[src/design/dwep_pkg.sv]
// Shared types, constants and helper functions of the two-wheel position drive.
`default_nettype none
package dwep_pkg;

   localparam int DIST_W  = 24;
   localparam int POS_W   = DIST_W + 1;
   localparam int ERR_W   = DIST_W + 2;
   localparam int HALF_W  = ERR_W - 1;
   localparam int TICK_W  = 32;
   localparam int PWM_W   = 8;
   localparam int ACT_W   = 2;
   localparam int Q_DEPTH = 2;
   localparam int Q_PTR_W = $clog2(Q_DEPTH);
   localparam int Q_CNT_W = $clog2(Q_DEPTH + 1);

   localparam logic [ACT_W-1:0] ACT_EDGE    = 2'd0;
   localparam logic [ACT_W-1:0] ACT_TIMEOUT = 2'd1;
   localparam logic [ACT_W-1:0] ACT_START   = 2'd2;

   localparam logic [PWM_W-1:0]  PWM_MAX        = 8'd255;
   localparam logic [PWM_W-1:0]  MIN_PWM_RESET  = 8'd20;
   localparam logic [TICK_W-1:0] INTERVAL_RESET = 32'd100000;

   // One classified request as it travels from the front to the back.
   typedef struct packed {
      logic              is_edge;
      logic              is_timeout;
      logic              is_start;
      logic              wheel;
      logic [TICK_W-1:0] tick;
      logic [DIST_W-1:0] left_goal;
      logic [DIST_W-1:0] right_goal;
      logic              left_bw;
      logic              right_bw;
   } cmd_type;

   typedef struct packed {
      logic [PWM_W-1:0] left_duty;
      logic [PWM_W-1:0] right_duty;
      logic             left_backward;
      logic             right_backward;
      logic             arrived;
      logic             speed_updated;
   } rsp_type;

   typedef struct packed {
      logic             drive_bw;
      logic [PWM_W-1:0] pwm;
   } steer_type;

   function automatic logic [PWM_W-1:0] inc_sat(logic [PWM_W-1:0] v);
      return (v < PWM_MAX) ? v + 1'b1 : v;
   endfunction

   function automatic logic [PWM_W-1:0] dec_sat(logic [PWM_W-1:0] v);
      return (v != '0) ? v - 1'b1 : v;
   endfunction

   // Reverse on overshoot, then step the duty one unit toward the clamped half error.
   function automatic steer_type steer(logic [ERR_W-1:0] err, logic goal_bw,
                                       logic [PWM_W-1:0] pwm, logic [PWM_W-1:0] min_pwm);
      logic [ERR_W-1:0]  mag;
      logic [HALF_W-1:0] half;
      logic [PWM_W-1:0]  target;
      steer_type         r;
      r.drive_bw = err[ERR_W-1] ? !goal_bw : goal_bw;
      mag        = err[ERR_W-1] ? (~err + 1'b1) : err;
      half       = mag[ERR_W-1:1];
      if (half > HALF_W'(PWM_MAX)) begin
         target = PWM_MAX;
      end else begin
         target = half[PWM_W-1:0];
      end
      if (target < min_pwm) begin
         target = min_pwm;
      end
      r.pwm = (pwm < target) ? inc_sat(pwm) : dec_sat(pwm);
      return r;
   endfunction

endpackage
`default_nettype wire

[src/design/dwep_front.sv]
// Front end: decode the request action and turn start distances into goals.
`default_nettype none
module dwep_front import dwep_pkg::*; (
   input  wire logic [ACT_W-1:0]  req_action,
   input  wire logic              req_wheel,
   input  wire logic [TICK_W-1:0] req_tick,
   input  wire logic [DIST_W-1:0] req_left_distance,
   input  wire logic [DIST_W-1:0] req_right_distance,
   output cmd_type                cmd
);

   always_comb begin
      cmd            = '0;
      cmd.wheel      = req_wheel;
      cmd.tick       = req_tick;
      cmd.left_bw    = req_left_distance[DIST_W-1];
      cmd.right_bw   = req_right_distance[DIST_W-1];
      // magnitude of the signed distance; the most negative value still fits unsigned
      cmd.left_goal  = cmd.left_bw ? (~req_left_distance + 1'b1) : req_left_distance;
      cmd.right_goal = cmd.right_bw ? (~req_right_distance + 1'b1) : req_right_distance;
      case (req_action)
         ACT_EDGE:    cmd.is_edge    = 1'b1;
         ACT_TIMEOUT: cmd.is_timeout = 1'b1;
         ACT_START:   cmd.is_start   = 1'b1;
         default: begin
            // unused action: passes through as a plain status report
         end
      endcase
   end

endmodule
`default_nettype wire

[src/design/dwep_queue.sv]
// Short request queue between the front end and the execution back end.
`default_nettype none
module dwep_queue import dwep_pkg::*; (
   input  wire logic    clock,
   input  wire logic    reset,
   input  wire logic    push_valid,
   input  wire cmd_type push_cmd,
   output logic         full,
   output logic         pop_valid,
   output cmd_type      pop_cmd,
   input  wire logic    pop_take
);

   cmd_type              mem_ff [Q_DEPTH];
   logic [Q_PTR_W-1:0]   wr_ptr_ff, wr_ptr_in;
   logic [Q_PTR_W-1:0]   rd_ptr_ff, rd_ptr_in;
   logic [Q_CNT_W-1:0]   count_ff, count_in;
   logic                 push, pop;

   assign full      = (count_ff == Q_CNT_W'(Q_DEPTH));
   assign pop_valid = (count_ff != '0);
   assign pop_cmd   = mem_ff[rd_ptr_ff];
   assign push      = push_valid && !full;
   assign pop       = pop_valid && pop_take;

   always_comb begin
      wr_ptr_in = wr_ptr_ff;
      rd_ptr_in = rd_ptr_ff;
      count_in  = count_ff;
      if (push) begin
         wr_ptr_in = (wr_ptr_ff == Q_PTR_W'(Q_DEPTH - 1)) ? '0 : wr_ptr_ff + 1'b1;
      end
      if (pop) begin
         rd_ptr_in = (rd_ptr_ff == Q_PTR_W'(Q_DEPTH - 1)) ? '0 : rd_ptr_ff + 1'b1;
      end
      case ({push, pop})
         2'b10:   count_in = count_ff + 1'b1;
         2'b01:   count_in = count_ff - 1'b1;
         default: count_in = count_ff;
      endcase
   end

   always_ff @(posedge clock) begin
      if (reset) begin
         wr_ptr_ff <= '0;
         rd_ptr_ff <= '0;
         count_ff  <= '0;
      end else begin
         wr_ptr_ff <= wr_ptr_in;
         rd_ptr_ff <= rd_ptr_in;
         count_ff  <= count_in;
      end
   end

   always_ff @(posedge clock) begin
      if (push) begin
         mem_ff[wr_ptr_ff] <= push_cmd;
      end
   end

endmodule
`default_nettype wire

[src/design/dwep_back.sv]
// Back end: wheel state, timed speed update, watchdog handling and result register.
`default_nettype none
module dwep_back import dwep_pkg::*; (
   input  wire logic              clock,
   input  wire logic              reset,
   input  wire logic              csr_valid,
   input  wire logic [TICK_W-1:0] csr_data,
   input  wire logic              cmd_valid,
   input  wire cmd_type           cmd,
   output logic                   cmd_take,
   output logic                   rsp_valid,
   input  wire logic              rsp_stall,
   output rsp_type                rsp
);

   logic [TICK_W-1:0] interval_ff;
   logic [DIST_W-1:0] left_goal_ff, left_goal_in, right_goal_ff, right_goal_in;
   logic [POS_W-1:0]  left_pos_ff, left_pos_in, right_pos_ff, right_pos_in;
   logic [PWM_W-1:0]  left_pwm_ff, left_pwm_in, right_pwm_ff, right_pwm_in;
   logic              left_gbw_ff, left_gbw_in, right_gbw_ff, right_gbw_in;
   logic              left_dbw_ff, left_dbw_in, right_dbw_ff, right_dbw_in;
   logic [TICK_W-1:0] last_ff, last_in;
   logic [PWM_W-1:0]  min_pwm_ff, min_pwm_in;
   logic              rsp_valid_ff;
   rsp_type           rsp_ff, rsp_in;

   logic              fire, due;
   logic [TICK_W-1:0] elapsed;
   logic [POS_W-1:0]  left_step, right_step;
   logic [ERR_W-1:0]  left_err, right_err, sel_err;
   logic              both_zero;
   steer_type         left_steer, right_steer;

   assign fire      = cmd_valid && (!rsp_valid_ff || !rsp_stall);
   assign cmd_take  = fire;
   assign rsp_valid = rsp_valid_ff;
   assign rsp       = rsp_ff;

   assign elapsed    = cmd.tick - last_ff;
   assign due        = cmd.is_edge && (elapsed >= interval_ff);
   assign left_step  = (left_dbw_ff == left_gbw_ff) ? POS_W'(1) : '1;
   assign right_step = (right_dbw_ff == right_gbw_ff) ? POS_W'(1) : '1;

   always_comb begin
      left_pos_in  = left_pos_ff;
      right_pos_in = right_pos_ff;
      if (cmd.is_edge && !cmd.wheel) begin
         left_pos_in = left_pos_ff + left_step;
      end
      if (cmd.is_edge && cmd.wheel) begin
         right_pos_in = right_pos_ff + right_step;
      end
   end

   // error against the sign-extended count, taken after this edge's count step
   assign left_err    = {2'b00, left_goal_ff} - {left_pos_in[POS_W-1], left_pos_in};
   assign right_err   = {2'b00, right_goal_ff} - {right_pos_in[POS_W-1], right_pos_in};
   assign both_zero   = (left_err == '0) && (right_err == '0);
   assign sel_err     = cmd.wheel ? right_err : left_err;
   assign left_steer  = steer(left_err, left_gbw_ff, left_pwm_ff, min_pwm_ff);
   assign right_steer = steer(right_err, right_gbw_ff, right_pwm_ff, min_pwm_ff);

   always_comb begin
      left_goal_in      = left_goal_ff;
      right_goal_in     = right_goal_ff;
      left_gbw_in       = left_gbw_ff;
      right_gbw_in      = right_gbw_ff;
      left_dbw_in       = left_dbw_ff;
      right_dbw_in      = right_dbw_ff;
      left_pwm_in       = left_pwm_ff;
      right_pwm_in      = right_pwm_ff;
      last_in           = last_ff;
      min_pwm_in        = min_pwm_ff;
      rsp_in.arrived       = 1'b0;
      rsp_in.speed_updated = 1'b0;
      if (cmd.is_start) begin
         left_goal_in  = cmd.left_goal;
         right_goal_in = cmd.right_goal;
         left_gbw_in   = cmd.left_bw;
         right_gbw_in  = cmd.right_bw;
         left_dbw_in   = cmd.left_bw;
         right_dbw_in  = cmd.right_bw;
         left_pwm_in   = min_pwm_ff;
         right_pwm_in  = min_pwm_ff;
         last_in       = '1;
      end else if (cmd.is_timeout) begin
         if (both_zero) begin
            rsp_in.arrived = 1'b1;
         end else begin
            min_pwm_in = inc_sat(min_pwm_ff);
            if (!sel_err[ERR_W-1] && sel_err != '0) begin
               if (cmd.wheel) right_pwm_in = inc_sat(right_pwm_ff);
               else           left_pwm_in  = inc_sat(left_pwm_ff);
            end else if (sel_err[ERR_W-1]) begin
               if (cmd.wheel) right_pwm_in = dec_sat(right_pwm_ff);
               else           left_pwm_in  = dec_sat(left_pwm_ff);
            end
         end
      end else if (due) begin
         rsp_in.speed_updated = 1'b1;
         last_in              = cmd.tick;
         if (both_zero) begin
            rsp_in.arrived = 1'b1;
         end else begin
            if (left_err != '0) begin
               left_dbw_in = left_steer.drive_bw;
               left_pwm_in = left_steer.pwm;
            end
            if (right_err != '0) begin
               right_dbw_in = right_steer.drive_bw;
               right_pwm_in = right_steer.pwm;
            end
         end
      end
      rsp_in.left_duty      = left_pwm_in;
      rsp_in.right_duty     = right_pwm_in;
      rsp_in.left_backward  = left_dbw_in;
      rsp_in.right_backward = right_dbw_in;
   end

   always_ff @(posedge clock) begin
      if (reset) begin
         interval_ff <= INTERVAL_RESET;
      end else if (csr_valid) begin
         interval_ff <= csr_data;
      end
   end

   always_ff @(posedge clock) begin
      if (reset) begin
         left_goal_ff  <= '0;
         right_goal_ff <= '0;
         left_pos_ff   <= '0;
         right_pos_ff  <= '0;
         left_pwm_ff   <= '0;
         right_pwm_ff  <= '0;
         left_gbw_ff   <= 1'b0;
         right_gbw_ff  <= 1'b0;
         left_dbw_ff   <= 1'b0;
         right_dbw_ff  <= 1'b0;
         last_ff       <= '1;
         min_pwm_ff    <= MIN_PWM_RESET;
         rsp_valid_ff  <= 1'b0;
      end else begin
         if (fire) begin
            left_goal_ff  <= left_goal_in;
            right_goal_ff <= right_goal_in;
            left_pos_ff   <= cmd.is_start ? '0 : left_pos_in;
            right_pos_ff  <= cmd.is_start ? '0 : right_pos_in;
            left_pwm_ff   <= left_pwm_in;
            right_pwm_ff  <= right_pwm_in;
            left_gbw_ff   <= left_gbw_in;
            right_gbw_ff  <= right_gbw_in;
            left_dbw_ff   <= left_dbw_in;
            right_dbw_ff  <= right_dbw_in;
            last_ff       <= last_in;
            min_pwm_ff    <= min_pwm_in;
            rsp_valid_ff  <= 1'b1;
         end else if (!rsp_stall) begin
            rsp_valid_ff  <= 1'b0;
         end
      end
   end

   always_ff @(posedge clock) begin
      if (fire) begin
         rsp_ff <= rsp_in;
      end
   end

`ifndef SYNTHESIS
   a_start_clears: assert property (@(posedge clock) disable iff (reset)
      fire && cmd.is_start |=> left_pos_ff == '0 && right_pos_ff == '0
                               && last_ff == '1)
      else $error("start did not clear positions and update time");
   a_update_time: assert property (@(posedge clock) disable iff (reset)
      fire && due && !cmd.is_start && !cmd.is_timeout |=> last_ff == $past(cmd.tick))
      else $error("timed update did not record its tick");
   a_result_shown: assert property (@(posedge clock) disable iff (reset)
      fire |=> rsp_valid_ff && rsp_ff.left_duty == left_pwm_ff
               && rsp_ff.right_duty == right_pwm_ff)
      else $error("result does not reflect the executed request");
`endif

endmodule
`default_nettype wire

[src/design/dual_wheel_encoder_position_drive.sv]
// Top level of the two-wheel encoder position drive.
`default_nettype none
// Two-wheel encoder position drive. Each request is a start move (loads signed
// distances per wheel, clears the counts, sets both duties to the minimum), a
// falling encoder edge (counts that wheel and, once check_interval microseconds
// have passed since the last timed update, runs the speed update), or a watchdog
// timeout (reports arrival or raises the minimum duty and nudges one wheel).
// Every request yields exactly one response with both duties, both drive
// directions and the arrived / speed_updated pulses. A request is accepted on
// req_valid with req_stall low and a response is taken on rsp_valid with
// rsp_stall low. The front end decodes requests into a two-entry queue; the
// back end executes one request per cycle into a response register, unless a
// waiting response is stalled, so the sustained rate is one request per clock.
// The queue holds up to two requests while a response waits. check_interval
// is written through csr_valid/csr_data (csr_ready is always high); the user
// must write it only while the block is idle, which the block does not enforce.
module dual_wheel_encoder_position_drive import dwep_pkg::*; (
   input  wire logic                     clock,
   input  wire logic                     reset,
   input  wire logic                     req_valid,
   output logic                          req_stall,
   input  wire logic [ACT_W-1:0]         req_action,
   input  wire logic                     req_wheel,
   input  wire logic [TICK_W-1:0]        req_tick,
   input  wire logic signed [DIST_W-1:0] req_left_distance,
   input  wire logic signed [DIST_W-1:0] req_right_distance,
   output logic                          rsp_valid,
   input  wire logic                     rsp_stall,
   output logic [PWM_W-1:0]              rsp_left_duty,
   output logic [PWM_W-1:0]              rsp_right_duty,
   output logic                          rsp_left_backward,
   output logic                          rsp_right_backward,
   output logic                          rsp_arrived,
   output logic                          rsp_speed_updated,
   input  wire logic                     csr_valid,
   output logic                          csr_ready,
   input  wire logic [TICK_W-1:0]        csr_data
);

   cmd_type front_cmd;
   cmd_type queue_cmd;
   logic    queue_valid;
   logic    queue_take;
   rsp_type rsp;

   // the register write is always taken
   assign csr_ready = 1'b1;

   // decode the request and form the start goals
   dwep_front u_front (
      .req_action         (req_action),
      .req_wheel          (req_wheel),
      .req_tick           (req_tick),
      .req_left_distance  (req_left_distance),
      .req_right_distance (req_right_distance),
      .cmd                (front_cmd)
   );

   // hold decoded requests; stall the requester only while the queue is full
   dwep_queue u_queue (
      .clock      (clock),
      .reset      (reset),
      .push_valid (req_valid),
      .push_cmd   (front_cmd),
      .full       (req_stall),
      .pop_valid  (queue_valid),
      .pop_cmd    (queue_cmd),
      .pop_take   (queue_take)
   );

   // execute against the wheel state and register the response
   dwep_back u_back (
      .clock     (clock),
      .reset     (reset),
      .csr_valid (csr_valid && csr_ready),
      .csr_data  (csr_data),
      .cmd_valid (queue_valid),
      .cmd       (queue_cmd),
      .cmd_take  (queue_take),
      .rsp_valid (rsp_valid),
      .rsp_stall (rsp_stall),
      .rsp       (rsp)
   );

   assign rsp_left_duty      = rsp.left_duty;
   assign rsp_right_duty     = rsp.right_duty;
   assign rsp_left_backward  = rsp.left_backward;
   assign rsp_right_backward = rsp.right_backward;
   assign rsp_arrived        = rsp.arrived;
   assign rsp_speed_updated  = rsp.speed_updated;

endmodule
`default_nettype wire
[config.mk]
export PLATFORM = sky130hd
export DESIGN_NAME = dual_wheel_encoder_position_drive
export DESIGN_NICKNAME = d
export VERILOG_FILES = /design/src/design/dwep_pkg.sv /design/src/design/dwep_front.sv /design/src/design/dwep_queue.sv /design/src/design/dwep_back.sv /design/src/design/dual_wheel_encoder_position_drive.sv
export SDC_FILE = /design/constraint.sdc
export NUM_CORES = 1
export LEC_CHECK = 0
export BUFFER_PORTS_ARGS = -buffer_cell sky130_fd_sc_hd__buf_2
export CAP_MARGIN = 25
export CORE_UTILIZATION = 50
export DETAILED_ROUTE_END_ITERATION = 10
export HOLD_SLACK_MARGIN = 0.05
export PLACE_DENSITY = 0.67
export REMOVE_ABC_BUFFERS = 1
export SLEW_MARGIN = 40
export SYNTH_ARGS = -nofsm -noshare
export SYNTH_HDL_FRONTEND = slang
export SYNTH_HIERARCHICAL = 1
export SYNTH_SLANG_ARGS = --single-unit
[constraint.sdc]
create_clock -name clock -period 12.1 [get_ports clock]
set_input_delay 1.815 -clock clock [delete_from_list [all_inputs] [get_ports clock]]
set_output_delay 1.815 -clock clock [all_outputs]
set_load 0.005 [all_outputs]
==> flow_summary_export.csv <==
group,metric,value,unit
placement,gp_congestion,0.9566,
cells_and_area,drive_gt1_frac,0.1099,
synthesis,ys_warn_count,6,
placement,port_buffers,141,
sta,rsz0062_at_grt,"no",
sta,tightestPinTransition,0.8436,ns
detailed_routing,vias,23500,
synthesis,synthTopCellsByArea,"edfxtp_1 (21%), dfxtp_1 (14%), ha_1 (9.0%)",
power,ir_drop,169.0,µV
critical_path,cp_common_cell,"a21oi_1",
detailed_routing,drc,0,
power,pwr-share-seq,0.194,
global_route,grt_pass1_vias,22750,
critical_path,max_stage_delay,0.60,ns
detailed_routing,vias_per_cell,6.021,
sta,relSlewSlack,0.4350,
floorplan,fp.dieArea,56140,µm²
sta,finalCriticalPeriod,11.28,ns
power,pwr-share-clk,0.154,
status,status,"finished, final reports clean",
clock_tree,numCtsBuffers,45,
floorplan,rows,85,
sta,whs,0.4578,ns
synthesis,synth_top_area_cell,"edfxtp_1",
synthesis,synth_top_area_share,0.2089,
critical_path,cp.required,12.58,ns
critical_path,crit_path_end_kind,"register",
sta,fin_crit_sh,0.9325,
critical_path,worstPathMaxFanout,14,
clock_tree,cts_root_buffer,"clkbuf_16",
critical_path,worst_ep_arrival_time,11.76,ns
clock_tree,tritoncts,"built",
detailed_routing,wl,74750,µm
synthesis,synth_cells,3126,
floorplan,start_util,0.5098,
sta,fmax,88.63,MHz
power,p_int,4.765,mW
synthesis,ys_seq_area_frac,0.3511,
sta,finalHoldViolations,0,
detailed_routing,drt_iter0_drc,1732,
synthesis,avgSynthCellArea,8.829,µm²
clock_tree,clock_latency,0.59,ns
floorplan,ios,143,
global_route,grt_pass1_wl,118800,µm
global_route,grt_max_degree,70,
power,combPwrFrac,0.652,
global_route,grt_antenna_before_repair,5,
floorplan,die_w,236.9,µm
cells_and_area,area_growth,9.425,%
cells_and_area,final_common_cell,"nand2_1",
detailed_routing,wl_per_cell,19.16,µm
synthesis,synth_edf_count,192,
critical_path,start_kind,"register",
power,p_per_area,308.2,nW/µm²
synthesis,dominantRegCellSynth,"dfxtp_1",
synthesis,async_reset_ff_frac,0,
clock_tree,ctsLongestPathBuffers,3,
cells_and_area,fin_nets,3491,
clock_tree,htree_levels,2,
min_path,hp-class,"reg2reg",
synthesis,synth_seq_cells,388,
sta,finalSetupViolCount,0,
global_route,grtUsageTotal,0.2618,
clock_tree,clk_pin_slew,0.07,ns
global_route,grt_overflow,0,
clock_tree,cts.sinks,388,
placement,post-dp-hpwl,54620,µm
floorplan,dieHeight,236.9,µm
power,switching_share,0.4881,
critical_path,path_class,"reg2reg",
sta,fin_skew,0.02132,ns
synthesis,synth_area,27600,µm²
floorplan,coreArea,54130,µm²
flow_run,drv_cap,0,
power,power.switching,4.544,mW
synthesis,synthDistinctLibCells,107,
clock_tree,post_cts_buffers,0,
sta,final.setup.tns,0,ns
cells_and_area,layout_common_cells,"nand2_1 (329), nor2_1 (257), a21oi_1 (234)",
cells_and_area,fillers,4888,
critical_path,cp_slowest_cell,"and3_1",
power,power.leakage,12.18,nW
detailed_routing,postRouteAntennaNets,0,
detailed_routing,first_pass_iters,8,
sta,slew_viol_final,0,
-- power by group through the flow --
| stage | clock (mW) | sequential, mW | combinational, mW |
|---|---|---|---|
| 2_1_floorplan | 0 | 1.80 | 4.37 |
| 3_3_place_gp | 0 | 1.82 | 5.81 |
| 3_5_place_dp | 0 | 1.83 | 5.92 |
| 4_1_cts | 1.47 | 1.80 | 5.96 |
| 5_1_grt | 1.52 | 1.83 | 6.63 |
| 6_report | 1.43 | 1.81 | 6.07 |
-- state kept, by name, summed over array words and instances (netlist names), named ones only --
signal                flops
u_queue/mem_ff          172
u_back/left_gbw_ff        1
u_back/left_goal_ff      24
u_queue/rd_ptr_ff         1
u_back/rsp_valid          1
u_back/rsp               20
u_back/left_dbw_ff        1
u_back/left_pwm_ff        8
u_back/right_dbw_ff       1
u_back/last_ff           32
u_back/right_gbw_ff       1
u_queue/count_ff          2
u_back/min_pwm_ff         8
u_back/right_pos_ff      25
u_back/left_pos_ff       25
u_back/interval_ff       32
u_back/right_goal_ff     24
u_back/right_pwm_ff       8
u_queue/wr_ptr_ff         1
-- worst paths after layout --
check	from	endpoint	slack (ns)	depth (start not counted)
max	u_back/right_gbw_ff	u_back/right_pwm_ff[1]	0.82	43
min	u_back/left_goal_ff[0]	u_back/left_goal_ff[0]	0.46	2
max reg2reg	u_back/right_gbw_ff	u_back/right_pwm_ff[1]	0.82	43
min reg2reg	u_back/left_goal_ff[0]	u_back/left_goal_ff[0]	0.46	2
-- Yosys cell counts (75+ instances only) --
master / count
inv_1: 145
xnor2_1: 132
edfxtp_1: 192
mux2i_1: 80
o21ai_0: 164
nor3_1: 75
dfxtp_1: 196
clkbuf_1: 111
nand2_1: 331
a21oi_1: 234
ha_1: 198
nor2_1: 259
-- logic make-up (layout without fill, tap and decap cells) --
| logic type | count (synthesis) | after routing | synth area share |
|---|---|---|---|
| xor+xnor | 183 | 183 | 0.05835 |
| flops | 388 | 388 | 0.3511 |
| fa+ha+maj | 203 | 203 | 0.09339 |
| compound gates | 813 | 813 | 0.1920 |
| simple gates | 1043 | 1043 | 0.1856 |
| buf+inv | 320 | 398 | 0.05132 |
| mux | 175 | 175 | 0.06818 |
| other cells | 1 | 3 | 0.0001359 |
-- worst max-delay path: cells and delay by family, from the launching register on --
family,cells,cell delay (ns)
AND/OR/NAND/NOR,11,2.47
XOR/XNOR,2,0.71
multiplexers,3,0.65
adder cells (fa/ha/maj),4,1.38
AO/OA/AOI/OAI,23,5.54
flip-flops,1,0.41
-- layer usage --
layer / track usage / part of all wire
met5: 0 / 0.00050
met1: 0.3416 / 0.45
met2: 0.4424 / 0.47
met3: 0.03684 / 0.055
met4: 0.09032 / 0.028
-- area by class of cell --
cell class | count | area [µm²] | area share
Tap cell | 696 | 870.8 | 0.02884
Inverter | 147 | 554.3 | 0.01835
Antenna cell | 2 | 5.005 | 0.0001657
Sequential cell | 388 | 9693 | 0.3210
Timing Repair Buffer | 168 | 920.9 | 0.03049
Clock buffer | 57 | 1262 | 0.04180
Clock inverter | 26 | 316.6 | 0.01048
Multi-Input combinational cell | 2418 | 16580 | 0.5489
-- stage by stage --
stage / setup WS [ns] / util / std cells / cell area [µm²] / power, mW
after floorplan: 0.5197 / - / 2953 / 26730 / 6.178
after global placement: 0.9412 / 0.5275 / 3817 / 28560 / 7.630
after detailed placement: 0.6903 / 0.5279 / 3817 / 28580 / 7.747
after CTS: 0.6538 / 0.5571 / 3900 / 30160 / 9.233
after global routing: 0.08834 / 0.5578 / 3900 / 30200 / 9.985
final: 0.8167 / 0.5579 / 3902 / 30200 / 9.309
-- timing repair --
item                       CTS  global route
hold buffers                 0             0
setup endpoints to repair    0            26
gates resized for setup      0             5
Note: power is estimated with default switching activity, not from simulation.
